File: src/hw/rtl/wmfc_pkg.sv
`timescale 1ns / 1ps

package wmfc_pkg;

  localparam logic [1:0] KIND_IGNORED = 2'd0;
  localparam logic [1:0] KIND_BEACON  = 2'd1;
  localparam logic [1:0] KIND_PROBE   = 2'd2;
  localparam logic [1:0] KIND_DEAUTH  = 2'd3;

  localparam logic [7:0] FC_TYPE_MASK = 8'h0C;
  localparam logic [3:0] SUBTYPE_MASK = 4'hF;
  localparam logic [3:0] SUB_BEACON   = 4'h8;
  localparam logic [3:0] SUB_PROBE    = 4'h4;
  localparam logic [3:0] SUB_DEAUTH   = 4'hC;

  localparam int MIN_FRAME_LEN = 24;
  localparam int ADDR_FIRST    = 10;
  localparam int ADDR_LAST     = 15;
  localparam int BODY_START    = 36;
  localparam int SSID_MARGIN   = 40;
  localparam logic [7:0] TAG_SSID = 8'd0;

  localparam int QUEUE_DEPTH = 2;
  localparam int PTR_W       = $clog2(QUEUE_DEPTH);

  typedef enum logic [2:0] {
    PH_TAG  = 3'b001,
    PH_LEN  = 3'b010,
    PH_DATA = 3'b100
  } walk_phase_t;

  typedef struct packed {
    logic [1:0]  kind;
    logic [47:0] src;
    logic        found;
    logic [5:0]  slen;
  } job_t;

endpackage

File: src/hw/rtl/wmfc_front.sv
`timescale 1ns / 1ps

module wmfc_front import wmfc_pkg::*; #(
  parameter int MAX_SSID_BYTES  = 32,
  parameter int MAX_FRAME_BYTES = 4096,
  parameter int SCAN_LIMIT      = 200,
  parameter int IDX_W           = 5,
  parameter int AW              = 6
) (
  input  logic             clk,
  input  logic             rst,
  input  logic             cfg_write,
  input  logic             cfg_data,
  input  logic             frame_valid,
  output logic             frame_ready,
  input  logic [7:0]       frame_byte,
  input  logic             frame_end,
  input  logic             q_full,
  input  logic [PTR_W-1:0] bank,
  output logic             push,
  output job_t             job,
  output logic             mem_we,
  output logic [AW-1:0]    mem_waddr,
  output logic [7:0]       mem_wdata
);

  localparam int POS_W = $clog2(MAX_FRAME_BYTES + 1);
  localparam int OFF_W = $clog2(SCAN_LIMIT + 257);
  localparam int LEN_W = $clog2(MAX_SSID_BYTES + 1);
  localparam int CW    = ((POS_W > OFF_W) ? POS_W : OFF_W) + 1;

  logic              capture_enable;
  logic [POS_W-1:0]  byte_position, byte_position_next;
  logic [7:0]        frame_control, frame_control_next;
  logic [47:0]       transmitter_address, transmitter_address_next;
  logic [OFF_W-1:0]  next_element_offset, next_element_offset_next;
  walk_phase_t       phase, phase_next;
  logic [7:0]        element_tag, element_tag_next;
  logic              walk_done, walk_done_next;
  logic              ssid_seen, ssid_seen_next;
  logic [OFF_W-1:0]  ssid_tag_offset, ssid_tag_offset_next;
  logic [LEN_W-1:0]  ssid_declared_length, ssid_declared_length_next;
  logic [LEN_W-1:0]  ssid_bytes_captured, ssid_bytes_captured_next;
  logic              take;
  logic              in_range;
  logic [3:0]        subtype;
  logic [1:0]        kind;
  logic              found;

  assign frame_ready = !q_full;
  assign take        = frame_valid && frame_ready;
  assign push        = take && frame_end;

  always_comb begin
    byte_position_next        = byte_position;
    frame_control_next        = frame_control;
    transmitter_address_next  = transmitter_address;
    next_element_offset_next  = next_element_offset;
    phase_next                = phase;
    element_tag_next          = element_tag;
    walk_done_next            = walk_done;
    ssid_seen_next            = ssid_seen;
    ssid_tag_offset_next      = ssid_tag_offset;
    ssid_declared_length_next = ssid_declared_length;
    ssid_bytes_captured_next  = ssid_bytes_captured;
    mem_we    = 1'b0;
    mem_waddr = {bank, IDX_W'(ssid_bytes_captured)};
    mem_wdata = frame_byte;
    in_range  = byte_position < POS_W'(MAX_FRAME_BYTES);

    if (take && in_range) begin
      if (byte_position == '0) begin
        frame_control_next = frame_byte;
      end
      if (byte_position >= POS_W'(ADDR_FIRST) && byte_position <= POS_W'(ADDR_LAST)) begin
        transmitter_address_next = {transmitter_address[39:0], frame_byte};
      end
      if (!walk_done) begin
        case (phase)
          PH_TAG: begin
            if (CW'(byte_position) == CW'(BODY_START) + CW'(next_element_offset)) begin
              if (next_element_offset >= OFF_W'(SCAN_LIMIT)) begin
                walk_done_next = 1'b1;
              end else begin
                element_tag_next = frame_byte;
                phase_next       = PH_LEN;
              end
            end
          end
          PH_LEN: begin
            if (element_tag == TAG_SSID && frame_byte <= 8'(MAX_SSID_BYTES)) begin
              ssid_seen_next            = 1'b1;
              ssid_tag_offset_next      = next_element_offset;
              ssid_declared_length_next = LEN_W'(frame_byte);
              ssid_bytes_captured_next  = '0;
              if (frame_byte == 8'd0) begin
                walk_done_next = 1'b1;
              end else begin
                phase_next = PH_DATA;
              end
            end else begin
              next_element_offset_next =
                OFF_W'(next_element_offset + OFF_W'(2) + OFF_W'(frame_byte));
              phase_next = PH_TAG;
            end
          end
          PH_DATA: begin
            mem_we = 1'b1;
            ssid_bytes_captured_next = ssid_bytes_captured + LEN_W'(1);
            if (ssid_bytes_captured_next >= ssid_declared_length) begin
              walk_done_next = 1'b1;
            end
          end
          default: begin
            phase_next = PH_TAG;
          end
        endcase
      end
      byte_position_next = byte_position + POS_W'(1);
    end

    subtype = (frame_control_next[7:4]) & SUBTYPE_MASK;
    kind    = KIND_IGNORED;
    if (capture_enable && byte_position_next >= POS_W'(MIN_FRAME_LEN)
        && (frame_control_next & FC_TYPE_MASK) == 8'h00) begin
      if (subtype == SUB_BEACON) begin
        kind = KIND_BEACON;
      end else if (subtype == SUB_PROBE) begin
        kind = KIND_PROBE;
      end else if (subtype == SUB_DEAUTH) begin
        kind = KIND_DEAUTH;
      end
    end
    found = (kind == KIND_BEACON) && ssid_seen_next
            && (CW'(ssid_tag_offset_next) + CW'(SSID_MARGIN) < CW'(byte_position_next));
    job.kind  = kind;
    job.src   = (kind != KIND_IGNORED) ? transmitter_address_next : 48'd0;
    job.found = found;
    job.slen  = found ? 6'(ssid_bytes_captured_next) : 6'd0;
  end

  always_ff @(posedge clk) begin
    if (rst) begin
      capture_enable <= 1'b0;
    end else if (cfg_write) begin
      capture_enable <= cfg_data;
    end
  end

  always_ff @(posedge clk) begin
    if (rst || push) begin
      byte_position        <= '0;
      frame_control        <= '0;
      transmitter_address  <= '0;
      next_element_offset  <= '0;
      phase                <= PH_TAG;
      element_tag          <= '0;
      walk_done            <= 1'b0;
      ssid_seen            <= 1'b0;
      ssid_tag_offset      <= '0;
      ssid_declared_length <= '0;
      ssid_bytes_captured  <= '0;
    end else if (take) begin
      byte_position        <= byte_position_next;
      frame_control        <= frame_control_next;
      transmitter_address  <= transmitter_address_next;
      next_element_offset  <= next_element_offset_next;
      phase                <= phase_next;
      element_tag          <= element_tag_next;
      walk_done            <= walk_done_next;
      ssid_seen            <= ssid_seen_next;
      ssid_tag_offset      <= ssid_tag_offset_next;
      ssid_declared_length <= ssid_declared_length_next;
      ssid_bytes_captured  <= ssid_bytes_captured_next;
    end
  end

endmodule

File: src/hw/rtl/wmfc_job_queue.sv
`timescale 1ns / 1ps

module wmfc_job_queue import wmfc_pkg::*; (
  input  logic             clk,
  input  logic             rst,
  input  logic             push,
  input  job_t             push_job,
  output logic             full,
  output logic [PTR_W-1:0] wr_ptr,
  input  logic             pop,
  output logic             empty,
  output logic [PTR_W-1:0] rd_ptr,
  output job_t             head
);

  localparam int CNT_W = $clog2(QUEUE_DEPTH + 1);

  job_t             entries [QUEUE_DEPTH];
  logic [CNT_W-1:0] count, count_next;

  assign full  = count == CNT_W'(QUEUE_DEPTH);
  assign empty = count == '0;
  assign head  = entries[rd_ptr];

  always_comb begin
    count_next = count;
    if (push && !pop) begin
      count_next = count + CNT_W'(1);
    end else if (pop && !push) begin
      count_next = count - CNT_W'(1);
    end
  end

  always_ff @(posedge clk) begin
    if (push) begin
      entries[wr_ptr] <= push_job;
    end
  end

  always_ff @(posedge clk) begin
    if (rst) begin
      count  <= '0;
      wr_ptr <= '0;
      rd_ptr <= '0;
    end else begin
      count <= count_next;
      if (push) begin
        wr_ptr <= wr_ptr + PTR_W'(1);
      end
      if (pop) begin
        rd_ptr <= rd_ptr + PTR_W'(1);
      end
    end
  end

endmodule

File: src/hw/rtl/wmfc_back.sv
`timescale 1ns / 1ps

module wmfc_back import wmfc_pkg::*; #(
  parameter int IDX_W = 5,
  parameter int AW    = 6
) (
  input  logic             clk,
  input  logic             rst,
  input  logic             mem_we,
  input  logic [AW-1:0]    mem_waddr,
  input  logic [7:0]       mem_wdata,
  input  logic             q_empty,
  input  logic [PTR_W-1:0] q_rd_ptr,
  input  job_t             q_head,
  output logic             pop,
  output logic             result_valid,
  input  logic             result_ready,
  output logic [1:0]       frame_kind,
  output logic [47:0]      source_address,
  output logic             ssid_found,
  output logic [5:0]       ssid_length,
  output logic             is_ssid_byte,
  output logic [7:0]       ssid_byte,
  output logic [4:0]       ssid_index,
  output logic             last
);

  localparam int MEM_DEPTH = 1 << AW;

  logic [7:0]    mem [MEM_DEPTH];
  logic [7:0]    rdata;
  logic [5:0]    k;
  logic [5:0]    k_prev;
  logic          issue;
  logic          s1_move;
  logic          s1_valid;
  job_t          s1_job;
  logic [5:0]    s1_k;
  logic          s1_last;

  assign k_prev  = k - 6'd1;
  assign s1_move = s1_valid && (!result_valid || result_ready);
  assign issue   = !q_empty && (!s1_valid || s1_move);
  assign pop     = issue && (k == q_head.slen);

  always_ff @(posedge clk) begin
    if (mem_we) begin
      mem[mem_waddr] <= mem_wdata;
    end
    if (issue) begin
      rdata <= mem[{q_rd_ptr, IDX_W'(k_prev)}];
    end
  end

  always_ff @(posedge clk) begin
    if (issue) begin
      s1_job  <= q_head;
      s1_k    <= k;
      s1_last <= k == q_head.slen;
    end
    if (s1_move) begin
      frame_kind     <= s1_job.kind;
      source_address <= s1_job.src;
      ssid_found     <= s1_job.found;
      ssid_length    <= s1_job.slen;
      is_ssid_byte   <= s1_k != 6'd0;
      ssid_byte      <= (s1_k == 6'd0) ? 8'd0 : rdata;
      ssid_index     <= (s1_k == 6'd0) ? 5'd0 : 5'(s1_k - 6'd1);
      last           <= s1_last;
    end
  end

  always_ff @(posedge clk) begin
    if (rst) begin
      k            <= '0;
      s1_valid     <= 1'b0;
      result_valid <= 1'b0;
    end else begin
      if (issue) begin
        k <= pop ? 6'd0 : k + 6'd1;
      end
      if (issue) begin
        s1_valid <= 1'b1;
      end else if (s1_move) begin
        s1_valid <= 1'b0;
      end
      if (s1_move) begin
        result_valid <= 1'b1;
      end else if (result_ready) begin
        result_valid <= 1'b0;
      end
    end
  end

endmodule

File: src/hw/rtl/wifi_mgmt_frame_classifier_unit.sv
`timescale 1ns / 1ps

// Channel    Handshake                    Payload
// frame      frame_valid / frame_ready    frame_byte, frame_end
// result     result_valid / result_ready  frame_kind .. last
// config     cfg_write (no wait)          cfg_data (capture_enable)
//
// One frame byte is taken per cycle while frame_ready is high.
// Each frame yields one summary and up to 32 SSID results, one per cycle when not held by
// result_ready, from a two-bank SSID memory; registered read port, two output stages.
// Reset is synchronous and clears the parser, the two-entry frame queue and result_valid.
// Bytes stall only while both queue slots, and so both SSID banks, are occupied.

module wifi_mgmt_frame_classifier_unit import wmfc_pkg::*; #(
  parameter int MAX_SSID_BYTES  = 32,
  parameter int MAX_FRAME_BYTES = 4096,
  parameter int SCAN_LIMIT      = 200
) (
  input  logic        clk,
  input  logic        rst,
  input  logic        cfg_write,
  input  logic        cfg_data,
  input  logic        frame_valid,
  output logic        frame_ready,
  input  logic [7:0]  frame_byte,
  input  logic        frame_end,
  output logic        result_valid,
  input  logic        result_ready,
  output logic [1:0]  frame_kind,
  output logic [47:0] source_address,
  output logic        ssid_found,
  output logic [5:0]  ssid_length,
  output logic        is_ssid_byte,
  output logic [7:0]  ssid_byte,
  output logic [4:0]  ssid_index,
  output logic        last
);

  localparam int IDX_W = (MAX_SSID_BYTES > 1) ? $clog2(MAX_SSID_BYTES) : 1;
  localparam int AW    = PTR_W + IDX_W;

  logic             q_full;
  logic             q_empty;
  logic [PTR_W-1:0] q_wr_ptr;
  logic [PTR_W-1:0] q_rd_ptr;
  logic             q_push;
  logic             q_pop;
  job_t             push_job;
  job_t             q_head;
  logic             mem_we;
  logic [AW-1:0]    mem_waddr;
  logic [7:0]       mem_wdata;

  wmfc_front #(
    .MAX_SSID_BYTES (MAX_SSID_BYTES),
    .MAX_FRAME_BYTES(MAX_FRAME_BYTES),
    .SCAN_LIMIT     (SCAN_LIMIT),
    .IDX_W          (IDX_W),
    .AW             (AW)
  ) u_front (
    .clk        (clk),
    .rst        (rst),
    .cfg_write  (cfg_write),
    .cfg_data   (cfg_data),
    .frame_valid(frame_valid),
    .frame_ready(frame_ready),
    .frame_byte (frame_byte),
    .frame_end  (frame_end),
    .q_full     (q_full),
    .bank       (q_wr_ptr),
    .push       (q_push),
    .job        (push_job),
    .mem_we     (mem_we),
    .mem_waddr  (mem_waddr),
    .mem_wdata  (mem_wdata)
  );

  wmfc_job_queue u_queue (
    .clk     (clk),
    .rst     (rst),
    .push    (q_push),
    .push_job(push_job),
    .full    (q_full),
    .wr_ptr  (q_wr_ptr),
    .pop     (q_pop),
    .empty   (q_empty),
    .rd_ptr  (q_rd_ptr),
    .head    (q_head)
  );

  wmfc_back #(
    .IDX_W(IDX_W),
    .AW   (AW)
  ) u_back (
    .clk           (clk),
    .rst           (rst),
    .mem_we        (mem_we),
    .mem_waddr     (mem_waddr),
    .mem_wdata     (mem_wdata),
    .q_empty       (q_empty),
    .q_rd_ptr      (q_rd_ptr),
    .q_head        (q_head),
    .pop           (q_pop),
    .result_valid  (result_valid),
    .result_ready  (result_ready),
    .frame_kind    (frame_kind),
    .source_address(source_address),
    .ssid_found    (ssid_found),
    .ssid_length   (ssid_length),
    .is_ssid_byte  (is_ssid_byte),
    .ssid_byte     (ssid_byte),
    .ssid_index    (ssid_index),
    .last          (last)
  );

  a_no_push_when_full: assert property (@(posedge clk) disable iff (rst)
    q_push |-> !q_full)
    else $error("frame transaction pushed into a full queue");

  a_no_pop_when_empty: assert property (@(posedge clk) disable iff (rst)
    q_pop |-> !q_empty)
    else $error("queue popped while empty");

  a_ssid_only_beacon: assert property (@(posedge clk) disable iff (rst)
    (result_valid && frame_kind != KIND_BEACON) |-> (!ssid_found && ssid_length == 6'd0))
    else $error("SSID reported for a frame that is not a beacon");

  a_last_position: assert property (@(posedge clk) disable iff (rst)
    (result_valid && last && is_ssid_byte) |-> (6'(ssid_index) + 6'd1 == ssid_length))
    else $error("final SSID transaction at the wrong position");

endmodule

File: config.mk
export PLATFORM = sky130hd
export DESIGN_NAME = wifi_mgmt_frame_classifier_unit
export DESIGN_NICKNAME = d
export VERILOG_FILES = /design/src/hw/rtl/wmfc_pkg.sv /design/src/hw/rtl/wmfc_front.sv /design/src/hw/rtl/wmfc_job_queue.sv /design/src/hw/rtl/wmfc_back.sv /design/src/hw/rtl/wifi_mgmt_frame_classifier_unit.sv
export SDC_FILE = /design/constraint.sdc
export NUM_CORES = 1
export LEC_CHECK = 0
export BUFFER_PORTS_ARGS = -buffer_cell sky130_fd_sc_hd__buf_2
export CAP_MARGIN = 20
export CORE_MARGIN = 2
export CORE_UTILIZATION = 45
export DETAILED_ROUTE_END_ITERATION = 8
export MAX_ROUTING_LAYER = met4
export REMOVE_ABC_BUFFERS = 1
export SYNTH_ARGS = -nofsm -noshare
export SYNTH_HDL_FRONTEND = slang
export SYNTH_SLANG_ARGS = --single-unit
File: constraint.sdc
create_clock -name clk -period 4.1 [get_ports clk]
set_input_delay 0.41 -clock clk [delete_from_list [all_inputs] [get_ports clk]]
set_output_delay 0.41 -clock clk [all_outputs]
set_load 0.02 [all_outputs]
==> summary.txt, run 1 <==
Cells and area
  • FF/Latch Area: 0.02561 mm²
  • Layout cells sized above 1: 26.85%
  • Final Core Density: between 50% and 60%
  • Multi-input gate area: 0.009186 mm²
  • Filler cells: 6292
  • P&R area growth vs syn: 15.24%
  • Final net count: roughly 2200
  • N_diodes: 0

Timing
  • Max Freq: between 0.2 and 0.3 GHz
  • Tmin final: 3.847 ns
  • RSZ-0062 raised after global routing: false
  • Max-slew violations: 0
  • Setup Skew: 0.03237 ns
  • Setup TNS: 0 ns
  • Final period util: a little over nine tenths
  • Least-Margin Pin Slew: 0.9746 ns
  • Max-slew headroom: between 30% and 40%
  • Hold Worst Slack: 0.04641 ns
  • Final hold viol count: 0
  • Endpoints failing setup: 0

Die
  • Total core area: ~0.078 mm²
  • Die Y: 284.1 µm
  • Die X-Extent: 284.1 µm
  • Die area: 0.08074 mm²
  • Starting density of the core: about 46%
  • IO Count: 89
  • Rows: just over 100

Global route
  • Initial antenna violation count: 2
  • Global-route wire length before repair: around 110000 µm
  • Largest net degree at the start of global routing: 96
  • GRT overflow: 0
  • Vias in the first global route: between 15000 and 20000
  • Total track usage: a little under a fifth

Placed design
  • GP Congestion: 0.8136
  • Post-DP HPWL: 46620 µm
  • PortBufs: between 80 and 90

Setup path
  • Crit path DAT: 4.29 ns
  • R2r setup slk: ~0.25 ns
  • Worst EP required: between 4 and 5 ns
  • Type of the worst setup path: reg2reg
  • Setup crit end kind: flop
  • Crit path launch type: flop
  • Worst-path maximum fanout: 8

Power
  • Net Sw Frac: a little under a quarter
  • Power Density: approximately 500 mW/mm²
  • Peak supply drop: roughly 0.31 mV
  • Power Internal: roughly 16 mW
  • Leakage: approximately 13 nW
  • Share of power burned in registers: slightly below 50%
  • NetSw: between 4 and 5 mW
  • Combinational share of power: between 10% and 20%
  • Clock network power share: about two fifths

Synthesis
  • Post-synth EDFFs: 770
  • Synth area leader: edfxtp_1
  • Yosys cell types: roughly 70
  • Number of synthesized register bits: slightly below 900
  • Yosys top cell area share: approximately two thirds
  • Most frequently used flop master after synthesis: edfxtp_1
  • Cells after Synth: between 1500 and 2000
  • Synthesized area: 0.03532 mm²
  • Seq/Total Area, Yosys: a little over 70%
  • Ys Warns: 0
  • Async S/R FF share, synth: 0%
  • Ranking of synthesized cells by area: edfxtp_1 65%, mux4_2 10%, dfxtp_1 7.0%
  • Synth Area per Inst: roughly 18 µm²

Clock network
  • Clk sinks: 894
  • H-Tree Depth: 3
  • CTS tree: done
  • Clk Latency, worst-skew pair: between 0.6 and 0.7 ns
  • Clock Path Buffers: 3
  • Clock root cell: clkbuf_16
  • Clock transition at path regs: about 0.060 ns
  • CTS buffer count: between 90 and 100

Route
  • DRT iter0 DRCs: 1913
  • Post-route ant nets: 0
  • Drc violations: 0
  • Vias per cell: 5.468
  • Routed WL: around 75000 µm
  • Vias: 18028
  • First-pass detailed-route iteration total: 5
  • Wire length per cell: around 23 µm

Hold path
  • Hold WC Path Type: in2reg

Job
  • Max-Cap Viols: 0

Run status
  • Status: completed
-- path summary, 6_finish.rpt --
| check | start | endpoint | cells past startpoint |
|---|---|---|---|
| min reg2reg | u_back.s1_job[45] | u_back.source_address[38] | 0 |
| min | cfg_write | u_front.capture_enable | 3 |
| max | u_front.phase[0] | u_queue.entries[0][1] | 14 |
| max reg2reg | u_front.phase[0] | u_queue.entries[0][1] | 14 |
-- kinds of logic after synthesis --
| kind of cell | after synthesis | share of synthesized area, % |
|---|---|---|
| buffers and inverters | 142 | 1.789 |
| adder cells (fa/ha/maj) | 43 | 1.545 |
| flip-flops | 894 | 72.50 |
| multiplexers | 303 | 14.49 |
| XOR/XNOR | 54 | 1.339 |
| AO/OA/AOI/OAI | 108 | 2.158 |
| AND/OR/NAND/NOR | 455 | 6.175 |
-- critical path, stage by stage (launching register included) --
cell	delay (ns)
dfxtp_1	0.39
nor3b_2	0.24
nand4_1	0.23
nor3_4	0.32
mux2_2	0.38
ha_1	0.20
inv_1	0.08
a21oi_1	0.10
nor2b_1	0.15
ha_1	0.29
and4_1	0.22
a221oi_2	0.29
buf_4	0.16
o221ai_2	0.21
nor4_2	0.37
-- through the flow --
| stage | cell area (µm²) | setup slack, ns | total power, mW | std cells |
|---|---|---|---|---|
| 2_1_floorplan | 34820 | -6.085 | 11.91 | 1893 |
| 3_3_place_gp | 37490 | -0.07773 | 12.56 | 3122 |
| 3_5_place_dp | 37490 | -0.1737 | 12.58 | 3122 |
| 4_1_cts | 40610 | 0.1778 | 21.03 | 3294 |
| 5_1_grt | 40700 | 0.008296 | 21.54 | 3297 |
| 6_report | 40700 | 0.2532 | 20.82 | 3297 |
-- state kept, by name, summed over array words and instances (netlist names), 2 cells and up, named ones only --
name and count:
u_back.frame_kind 2, u_back.k 6, u_back.mem 512, u_back.rdata 8, u_back.s1_job 57, u_back.s1_k 6, u_back.source_address 48, u_back.ssid_byte 8
u_back.ssid_index 5, u_back.ssid_length 6, u_front.byte_position 13, u_front.element_tag 8, u_front.frame_control 6, u_front.next_element_offset 9, u_front.phase 3, u_front.ssid_bytes_captured 6
u_front.ssid_declared_length 6, u_front.ssid_tag_offset 9, u_front.transmitter_address 48, u_queue.count 2, u_queue.entries 114
-- synth_stat cells, types with 3 or more instances --
master    instances
and2_1           11
clkbuf_1         54
nand4_1          12
a21oi_1          27
nand2b_1          4
nand2_1          60
or3_1             9
xor2_1           28
a31o_2            3
xnor2_1          26
mux2_2           62
nor3b_1           6
nor3_2           11
a31oi_1           6
nor4_1           14
a211oi_1          3
dfxtp_1         124
a22oi_1          19
and3_1            6
nand3_1          21
nor2b_1          20
buf_1            12
buf_6             4
mux4_2          160
o31ai_1           6
buf_2            27
nor3_1           53
edfxtp_1        770
o21ai_0          19
buf_4             9
inv_1            35
nor2_1          210
mux2i_1          80
or2_2             3
ha_1             42
-- what timing repair did --
item	in CTS	in global routing
setup endpoints to repair	0	14
setup buffers	0	2
gates resized for setup	0	9
hold buffers	1	0
endpoints found under the hold margin	1	0
-- power groups by stage --
stage	clock network (mW)	logic, mW	registers, mW
2_1_floorplan	0	1.35	10.6
3_3_place_gp	0	2.14	10.4
3_5_place_dp	0	2.16	10.4
4_1_cts	8.63	2.16	10.2
5_1_grt	9.03	2.27	10.2
6_report	8.47	2.13	10.2
-- cell type report --
cell class                 count  area share [%]
clock buffer                 109           5.860
multi-input combinational    963           22.57
clock inverter                62           1.786
tap                         1040           3.197
sequential                   894           62.93
timing repair buffer         193           3.320
inverter                      36          0.3382
-- placed cells by master (no fill, tap or decap), types with 21 or more instances in the layout --
master	count
mux4_2	160
mux2i_1	80
clkbuf_16	91
nand2_1	60
inv_1	34
nand3_1	21
edfxtp_1	770
xnor2_1	24
xor2_1	28
buf_4	94
buf_2	88
mux2_2	62
ha_1	41
nor3_1	53
nor2_1	209
dfxtp_1	122
a21oi_1	27
-- routing by layer --
layer  share of wire [%]  routed length, µm  GRT usage [%]
met1                  44              33230          26.15
met2                  48              36330          29.88
met3                 4.9               3707          3.042
met4                 2.2               1656          5.711
met5                   0                  0              -
Power figures use the tool's default switching activity.
==> run 2: changes to the inputs <==
--- a/config.mk
+++ b/config.mk
@@ -5,13 +5,16 @@
 export SDC_FILE = /design/constraint.sdc
 export NUM_CORES = 1
 export LEC_CHECK = 0
+export ABC_AREA = 1
 export BUFFER_PORTS_ARGS = -buffer_cell sky130_fd_sc_hd__buf_2
 export CAP_MARGIN = 20
 export CORE_MARGIN = 2
 export CORE_UTILIZATION = 45
+export CTS_CLUSTER_SIZE = 8
 export DETAILED_ROUTE_END_ITERATION = 8
 export MAX_ROUTING_LAYER = met4
 export REMOVE_ABC_BUFFERS = 1
+export SLEW_MARGIN = 20
 export SYNTH_ARGS = -nofsm -noshare
 export SYNTH_HDL_FRONTEND = slang
 export SYNTH_SLANG_ARGS = --single-unit
==> run 2 against run 1 <==
  * Routed wire length rose by 11%
  * Global-route usage up 1.7 points
  * Sequential share of layout area decreased by 1.1 points
  * Fmax is 8.0% higher
  * Cell count is 22% higher
  * Non-clock buffer count increased by 8
==> summary.txt, run 2 <==
Placed design
  • PortBufs: 88 (unchanged)
  • Post-DP HPWL: 50310 µm (+7.9%)
  • GP Congestion: 0.8505 (+4.5%)
  • Dpl ws: 0.3700 ns (+0.5437 ns)

Clock network
  • H-Tree Depth: 3 (unchanged)
  • Post-CTS setup buffers: 0 (unchanged)
  • CTS buffer count: 121 (+33%)
  • Clk sinks: 894 (unchanged)
  • Clock Path Buffers: 3 (unchanged)
  • Clock root cell: clkbuf_16
  • Cts repair resizes: 0 (unchanged)
  • Clk Latency, worst-skew pair: 0.69 ns (+0.03 ns)
  • CTS tree: done
  • Hold-fix buffers, CTS: 2 (+1)
  • Clock transition at path regs: 0.05 ns (about the same)

Setup path
  • Setup crit end kind: flop
  • Crit path DAT: 4.07 ns (-0.22 ns)
  • Worst path max stage delay: 0.45 ns (+0.06 ns)
  • Worst EP required: 4.61 ns (+0.07 ns)
  • FF-to-FF path depth: 20 (+6)
  • Crit path launch type: flop
  • CP most frequent cell: inv_1
  • Critical path, cell by cell: inv_1 > nor3_1 > nand4_2 > inv_2 > nand2_1 > o21ai_0 > inv_1 > ha_1 > inv_1 > nand2_1 > nand2_1 > xor2_1 > inv_1 > ha_1 > a21o_1 > a221oi_1 > or2_2 > nand3_1 > buf_12 > nor2_1
  • Worst-path maximum fanout: 7 (-1)
  • Critical path's slowest cell: nor3_1
  • Type of the worst setup path: reg2reg

Die
  • IO Count: 89 (unchanged)
  • Die area: 0.08184 mm² (+1.4%)
  • Die Y: 286.1 µm (+0.68%)
  • Starting density of the core: 45.40% (-0.11 points)
  • Rows: 103 (+0.98%)
  • Die X-Extent: 286.1 µm (+0.68%)
  • Total core area: 0.07887 mm² (+1.6%)

Route
  • Wire length per cell: 20.79 µm (-8.5%)
  • Met3 WL: 4420 µm (+19%)
  • First-pass detailed-route iteration total: 5 (unchanged)
  • Routed WL: 83420 µm (+11%)
  • Vias per cell: 5.438 (-0.54%)
  • Drc violations: 0 (unchanged)
  • DRT iter0 DRCs: 1837 (-4.0%)
  • Top routing layer in use: met4
  • Vias: 21819 (+21%)
  • Routed met1 length: 37310 µm (+12%)
  • Met2 wire length: 39860 µm (+9.7%)
  • Post-route ant nets: 0 (unchanged)

Cells and area
  • Layout cells sized above 1: 16.51% (-10 points)
  • Regs by FF count: u_back.mem x512, u_queue.entries x114, u_back.s1_job x57
  • P&R area growth vs syn: 15.74%
  • Most common cell after layout, fill and taps aside: edfxtp_1
  • Final Core Density: 52.54% (+0.094 points)
  • N_diodes: 0 (unchanged)
  • Max reg flops: 512 (unchanged)
  • Largest reg by FF count: u_back.mem
  • Most frequent cells in the layout: 770 x edfxtp_1, 488 x nor2_1, 172 x o21ai_0
  • Final net count: 2945 (+32%)

Timing
  • Endpoints failing setup: 0 (unchanged)
  • RSZ-0062 raised after global routing: false
  • Max-slew violations: 0 (unchanged)
  • Final period util: 86.86% (-7.0 points)
  • Final Worst Setup Slack: 0.5387 ns (+0.2854 ns)
  • Tmin final: 3.561 ns (-0.2854 ns)
  • Max-slew headroom: 29.88% (-4.9 points)
  • Final hold viol count: 0 (unchanged)
  • Max Freq: 0.2808 GHz (+8.0%)
  • Setup TNS: 0 ns (unchanged)
  • Setup Skew: 0.05544 ns (+0.02307 ns)
  • Least-Margin Pin Slew: 1.052 ns (+0.07725 ns)

Global route
  • Vias in the first global route: 21310 (+17%)
  • Largest net degree at the start of global routing: 166 (+73%)
  • Initial antenna violation count: 0 (-2)
  • Global-route wire length before repair: 127300 µm (+12%)
  • Total track usage: 20.89% (+1.7 points)
  • GRT overflow: 0 (unchanged)

Power
  • Peak supply drop: 0.3600 mV (+15%)
  • Clock network power share: 42.2% (+1.5 points)
  • Total chip power: 21.50 mW (+3.2%)
  • Power Internal: 16.24 mW (+1.9%)
  • Net Sw Frac: 24.44% (+1.0 points)
  • Power Density: 518.7 mW/mm² (+1.4%)
  • NetSw: 5.254 mW (+7.7%)
  • Leakage: 14.26 nW (+8.2%)
  • Share of power burned in registers: 47.4% (-1.7 points)
  • Combinational share of power: 10.3% (about the same)

Run status
  • Status: completed

Synthesis
  • Most frequently used flop master after synthesis: edfxtp_1
  • Synthesized area: 0.03581 mm² (+1.4%)
  • Async S/R FF share, synth: 0% (unchanged)
  • Most common cell in the netlist: edfxtp_1
  • Synth area leader: edfxtp_1
  • Synth Area per Inst: 13.26 µm² (-25%)
  • Ys Warns: 0 (unchanged)
  • Post-synth EDFFs: 770 (unchanged)
  • Seq/Total Area, Yosys: 71.51% (-0.99 points)
  • Yosys top cell area share: 64.58% (-0.90 points)
  • Cells after Synth: 2701 (+35%)
  • Synth cell count leaders: 770 x edfxtp_1, 490 x nor2_1, 172 x o21ai_0, 163 x inv_1, 149 x nand2_1
  • Number of synthesized register bits: 894 (unchanged)
  • Yosys cell types: 47 (-32%)
  • Ranking of synthesized cells by area: edfxtp_1 65%, dfxtp_1 6.9%, nor2_1 5.1%

Job
  • Max-Cap Viols: 0 (unchanged)

Hold path
  • Hold Path Depth: 4 (+1)
  • Hold WC Path Type: in2reg
-- run 2: layer usage --
layer,up-vias,track usage [%]
met3,139,2.982
met1,10762,28.45
met5,-,-
met2,703,32.88
met4,0,5.929
li1,10215,-
-- run 2: cells by family after synthesis --
logic type | count (synthesis) | share of synthesized area, %
multiplexers | 163 | 4.899
AO/OA/AOI/OAI | 443 | 8.111
flip-flops | 894 | 71.51
buffers and inverters | 317 | 3.522
XOR/XNOR | 40 | 1.020
adder cells (fa/ha/maj) | 43 | 1.524
AND/OR/NAND/NOR | 801 | 9.414
-- run 2: final cells by class --
class,count,area [µm²]
Sequential cell,894,25610
Tap cell,1050,1314
Multi-Input combinational cell,1490,9022
Timing Repair Buffer,201,1373
Clock buffer,193,3329
Fill cell,6621,37430
Clock inverter,5,115.1
Inverter,179,678.2
-- run 2: metrics by stage --
step / hold slack (ns) / std cells / instance area, µm²
2_1_floorplan: 0.4003 / 2563 / 35220
3_3_place_gp: 0.4022 / 3811 / 37970
3_5_place_dp: 0.4045 / 3811 / 37970
4_1_cts: 0.003402 / 4011 / 41430
5_1_grt: 0.02231 / 4012 / 41440
6_report: 0.03792 / 4012 / 41440
-- run 2: worst max-delay path: cells and delay by family (launching register included) --
family / cells / cell delay, ns
AND/OR/NAND/NOR: 8 / 1.25
adder cells (fa/ha/maj): 2 / 0.52
flip-flops: 1 / 0.39
XOR/XNOR: 1 / 0.15
buffers and inverters: 6 / 0.58
AO/OA/AOI/OAI: 3 / 0.51
-- run 2: final timing paths --
path / slack, ns / to / from
worst max-delay path: 0.54 / u_queue.entries[0][2] / u_front.phase[1]
worst min register to register: 0.41 / u_back.source_address[37] / u_back.s1_job[44]
worst max register to register: 0.54 / u_queue.entries[0][2] / u_front.phase[1]
worst min-delay path: 0.04 / u_back.result_valid / result_ready
-- run 2: power groups by stage --
| stage | Combinational, mW | Clock (mW) | Sequential [mW] |
|---|---|---|---|
| floorplan | 1.28 | 0 | 10.5 |
| global placement | 2.20 | 0 | 10.4 |
| detailed placement | 2.22 | 0 | 10.4 |
| CTS | 2.23 | 9.25 | 10.2 |
| global route | 2.42 | 9.63 | 10.2 |
| finish | 2.22 | 9.08 | 10.2 |
==> run 3: changes to the inputs <==
--- a/config.mk
+++ b/config.mk
@@ -6,12 +6,12 @@
 export NUM_CORES = 1
 export LEC_CHECK = 0
 export ABC_AREA = 1
-export BUFFER_PORTS_ARGS = -buffer_cell sky130_fd_sc_hd__buf_2
 export CAP_MARGIN = 20
 export CORE_MARGIN = 2
 export CORE_UTILIZATION = 45
 export CTS_CLUSTER_SIZE = 8
 export DETAILED_ROUTE_END_ITERATION = 8
+export DONT_BUFFER_PORTS = 1
 export MAX_ROUTING_LAYER = met4
 export REMOVE_ABC_BUFFERS = 1
 export SLEW_MARGIN = 20
==> run 3 against run 2 <==
  * Combinational power shrank 6%
  * Register-to-register slack worse by 0.15 ns
  * Cell area fell by 1.4%
  * Utilization is 0.73 points lower
  * Power decreased by 0.41%
  * Cell count is 2.9% lower
  * Sequential power hardly changed
  * Sequential cell count is the same
==> summary.txt, run 3 (synthesis results as in run 2) <==
Cells and area
  • Regs by FF count: u_back.mem x512, u_queue.entries x114, u_back.s1_job x57
  • Filler cells: 6624 (+0.045%)
  • N_diodes: 0 (unchanged)
  • Largest reg by FF count: u_back.mem
  • Layout cells sized above 1: 12.93% (-3.6 points)
  • Final Core Density: 51.81% (-0.73 points)
  • Max reg flops: 512 (unchanged)
  • Most frequent cells in the layout: 770 x edfxtp_1, 488 x nor2_1, 172 x o21ai_0
  • Most common cell after layout, fill and taps aside: edfxtp_1
  • P&R area growth vs syn: 14.12%
  • Final net count: 2826 (-4.0%)

Timing
  • Max-slew headroom: 27.00% (-2.9 points)
  • Max Freq: 0.2692 GHz (-4.1%)
  • Final period util: 90.60% (+3.7 points)
  • Max-slew violations: 0 (unchanged)
  • Tmin final: 3.715 ns (+0.1533 ns)
  • Final hold viol count: 0 (unchanged)
  • RSZ-0062 raised after global routing: false
  • Setup Skew: 0.03477 ns (-0.02067 ns)
  • Endpoints failing setup: 0 (unchanged)
  • Least-Margin Pin Slew: 1.095 ns (+0.04311 ns)
  • Hold Worst Slack: 0.04314 ns (+0.005219 ns)

Power
  • Power Density: 523.9 mW/mm² (+1.0%)
  • Peak supply drop: 0.3844 mV (+6.8%)
  • Power Internal: 16.20 mW (-0.23%)
  • NetSw: 5.203 mW (-0.97%)
  • Clock network power share: 42.2% (about the same)
  • Share of power burned in registers: 48.0% (+0.6 points)
  • Combinational share of power: 9.8% (-0.5 points)
  • Net Sw Frac: 24.30% (-0.14 points)
  • Total chip power: 21.41 mW (-0.41%)
  • Leakage: 13.81 nW (-3.2%)

Die
  • Die Y: 286.1 µm (unchanged)
  • Die area: 0.08184 mm² (unchanged)
  • Rows: 103 (unchanged)
  • Starting density of the core: 45.40% (unchanged)
  • Die X-Extent: 286.1 µm (unchanged)
  • IO Count: 89 (unchanged)
  • Total core area: 0.07887 mm² (unchanged)

Route
  • Routed WL: 82800 µm (-0.74%)
  • DRT iter0 DRCs: 2154 (+17%)
  • Drc violations: 0 (unchanged)
  • Vias: 21331 (-2.2%)
  • Wire length per cell: 21.26 µm (+2.2%)
  • Post-route ant nets: 0 (unchanged)
  • First-pass detailed-route iteration total: 6 (+1)
  • Vias per cell: 5.477 (+0.70%)

Setup path
  • Worst setup path endpoint: u_queue.entries[1][4]
  • R2r setup slk: 0.39 ns (-0.15 ns)
  • Critical path, cell by cell: inv_1 > nor3_1 > nand4_2 > inv_2 > nand2_1 > o21ai_0 > inv_1 > ha_1 > inv_1 > nand2_1 > nand2_1 > xor2_1 > inv_1 > ha_1 > a21o_1 > a221oi_1 > or2_2 > nand3_1 > nor2_1
  • Critical path's slowest cell: dfxtp_1
  • Worst path max stage delay: 0.38 ns (-0.07 ns)
  • Critical path startpoint: u_front.phase[1]
  • CP most frequent cell: inv_1
  • R2r endpoint: u_queue.entries[1][4]
  • Worst-path maximum fanout: 17 (+10)
  • FF-to-FF Start: u_front.phase[1]
  • Crit path DAT: 4.22 ns (+0.15 ns)
  • FF-to-FF path depth: 19 (-5.0%)
  • Setup crit end kind: flop
  • Type of the worst setup path: reg2reg
  • Crit path launch type: flop
  • Worst EP required: 4.61 ns (about the same)

Clock network
  • Clock transition at path regs: 0.05 ns (about the same)
  • Clk Latency, worst-skew pair: 0.69 ns (about the same)
  • CTS tree: done
  • Clock Path Buffers: 3 (unchanged)
  • Hold-fix buffers, CTS: 11 (+9)
  • Cts repair resizes: 0 (unchanged)
  • Post-CTS setup buffers: 0 (unchanged)
  • Clk sinks: 894 (unchanged)
  • Clock root cell: clkbuf_16
  • CTS buffer count: 121 (unchanged)
  • H-Tree Depth: 3 (unchanged)

Global route
  • Largest net degree at the start of global routing: 182 (+9.6%)
  • GRT overflow: 0 (unchanged)
  • Initial antenna violation count: 0 (unchanged)
  • Global-route wire length before repair: 127400 µm (about the same)
  • Total track usage: 20.87% (about the same)
  • Vias in the first global route: 21141 (-0.79%)

Hold path
  • Hold WC Path Type: in2reg

Placed design
  • GP Congestion: 0.8560 (+0.65%)
  • PortBufs: 0 (-100%)
  • Post-DP HPWL: 47640 µm (-5.3%)

Run status
  • Status: completed

Job
  • Max-Cap Viols: 0 (unchanged)
-- run 3: critical path: cells and delay by family, from the launching register on --
kind / cells / cell delay [ns]
buffers and inverters: 5 / 0.49
and+or+nand+nor: 8 / 1.42
AOI/OAI and AO/OA: 3 / 0.59
xor gates and xnor gates: 1 / 0.15
adders and majority gates: 2 / 0.52
DFF: 1 / 0.38
-- run 3: area by class of cell --
type                            count  area, µm²  share of cell area (%)
Sequential cell                   894      25610                   62.67
Multi-Input combinational cell   1490       9022                   22.08
Clock buffer                      195       3327                   8.142
Tap cell                         1050       1314                   3.215
Timing Repair Buffer               82      833.3                   2.039
Inverter                          179      678.2                   1.660
Clock inverter                      5      77.57                  0.1898
-- run 3: per-layer routing --
metal	up-vias	GRT usage (%)	share of wire (%)
met5	-	-	0
met4	0	5.890	2.1
met3	125	3.062	5.2
met2	573	32.81	48
met1	10638	28.39	45
li1	9995	-	-
-- run 3: power by group through the flow --
| stage | clock network [mW] | logic, mW | registers, mW |
|---|---|---|---|
| after floorplan | 0 | 1.28 | 10.5 |
| after global placement | 0 | 1.96 | 10.5 |
| after detailed placement | 0 | 1.98 | 10.5 |
| after CTS | 9.23 | 2.10 | 10.3 |
| after global routing | 9.61 | 2.29 | 10.3 |
| final | 9.04 | 2.09 | 10.3 |
-- run 3: how the worst min path moves through the flow --
stage          slack [ns]  depth (start not counted)         startpoint                              to
3_5_place_dp         0.40                          0  u_back.s1_job[26]       u_back.source_address[19]
4_1_cts              0.02                          3      frame_byte[0]  u_front.next_element_offset[0]
5_1_grt              0.07                          3      frame_byte[0]  u_front.next_element_offset[0]
6_report             0.04                          2      frame_byte[1]          u_front.element_tag[1]
2_1_floorplan        0.40                          0  u_back.s1_job[55]            u_back.frame_kind[0]
3_3_place_gp         0.41                          0   u_back.s1_job[9]        u_back.source_address[2]
-- run 3: through the flow --
step                      setup TNS (ns)  area (µm²)  instances  setup slack, ns
after floorplan                  -350.54       35220       2563           -9.759
after CTS                              0       40860       3895           0.4353
after global placement                 0       37210       3684           0.5280
after global routing                   0       40860       3895          0.02242
after detailed placement               0       37210       3684           0.4453
final                                  0       40860       3895           0.3854
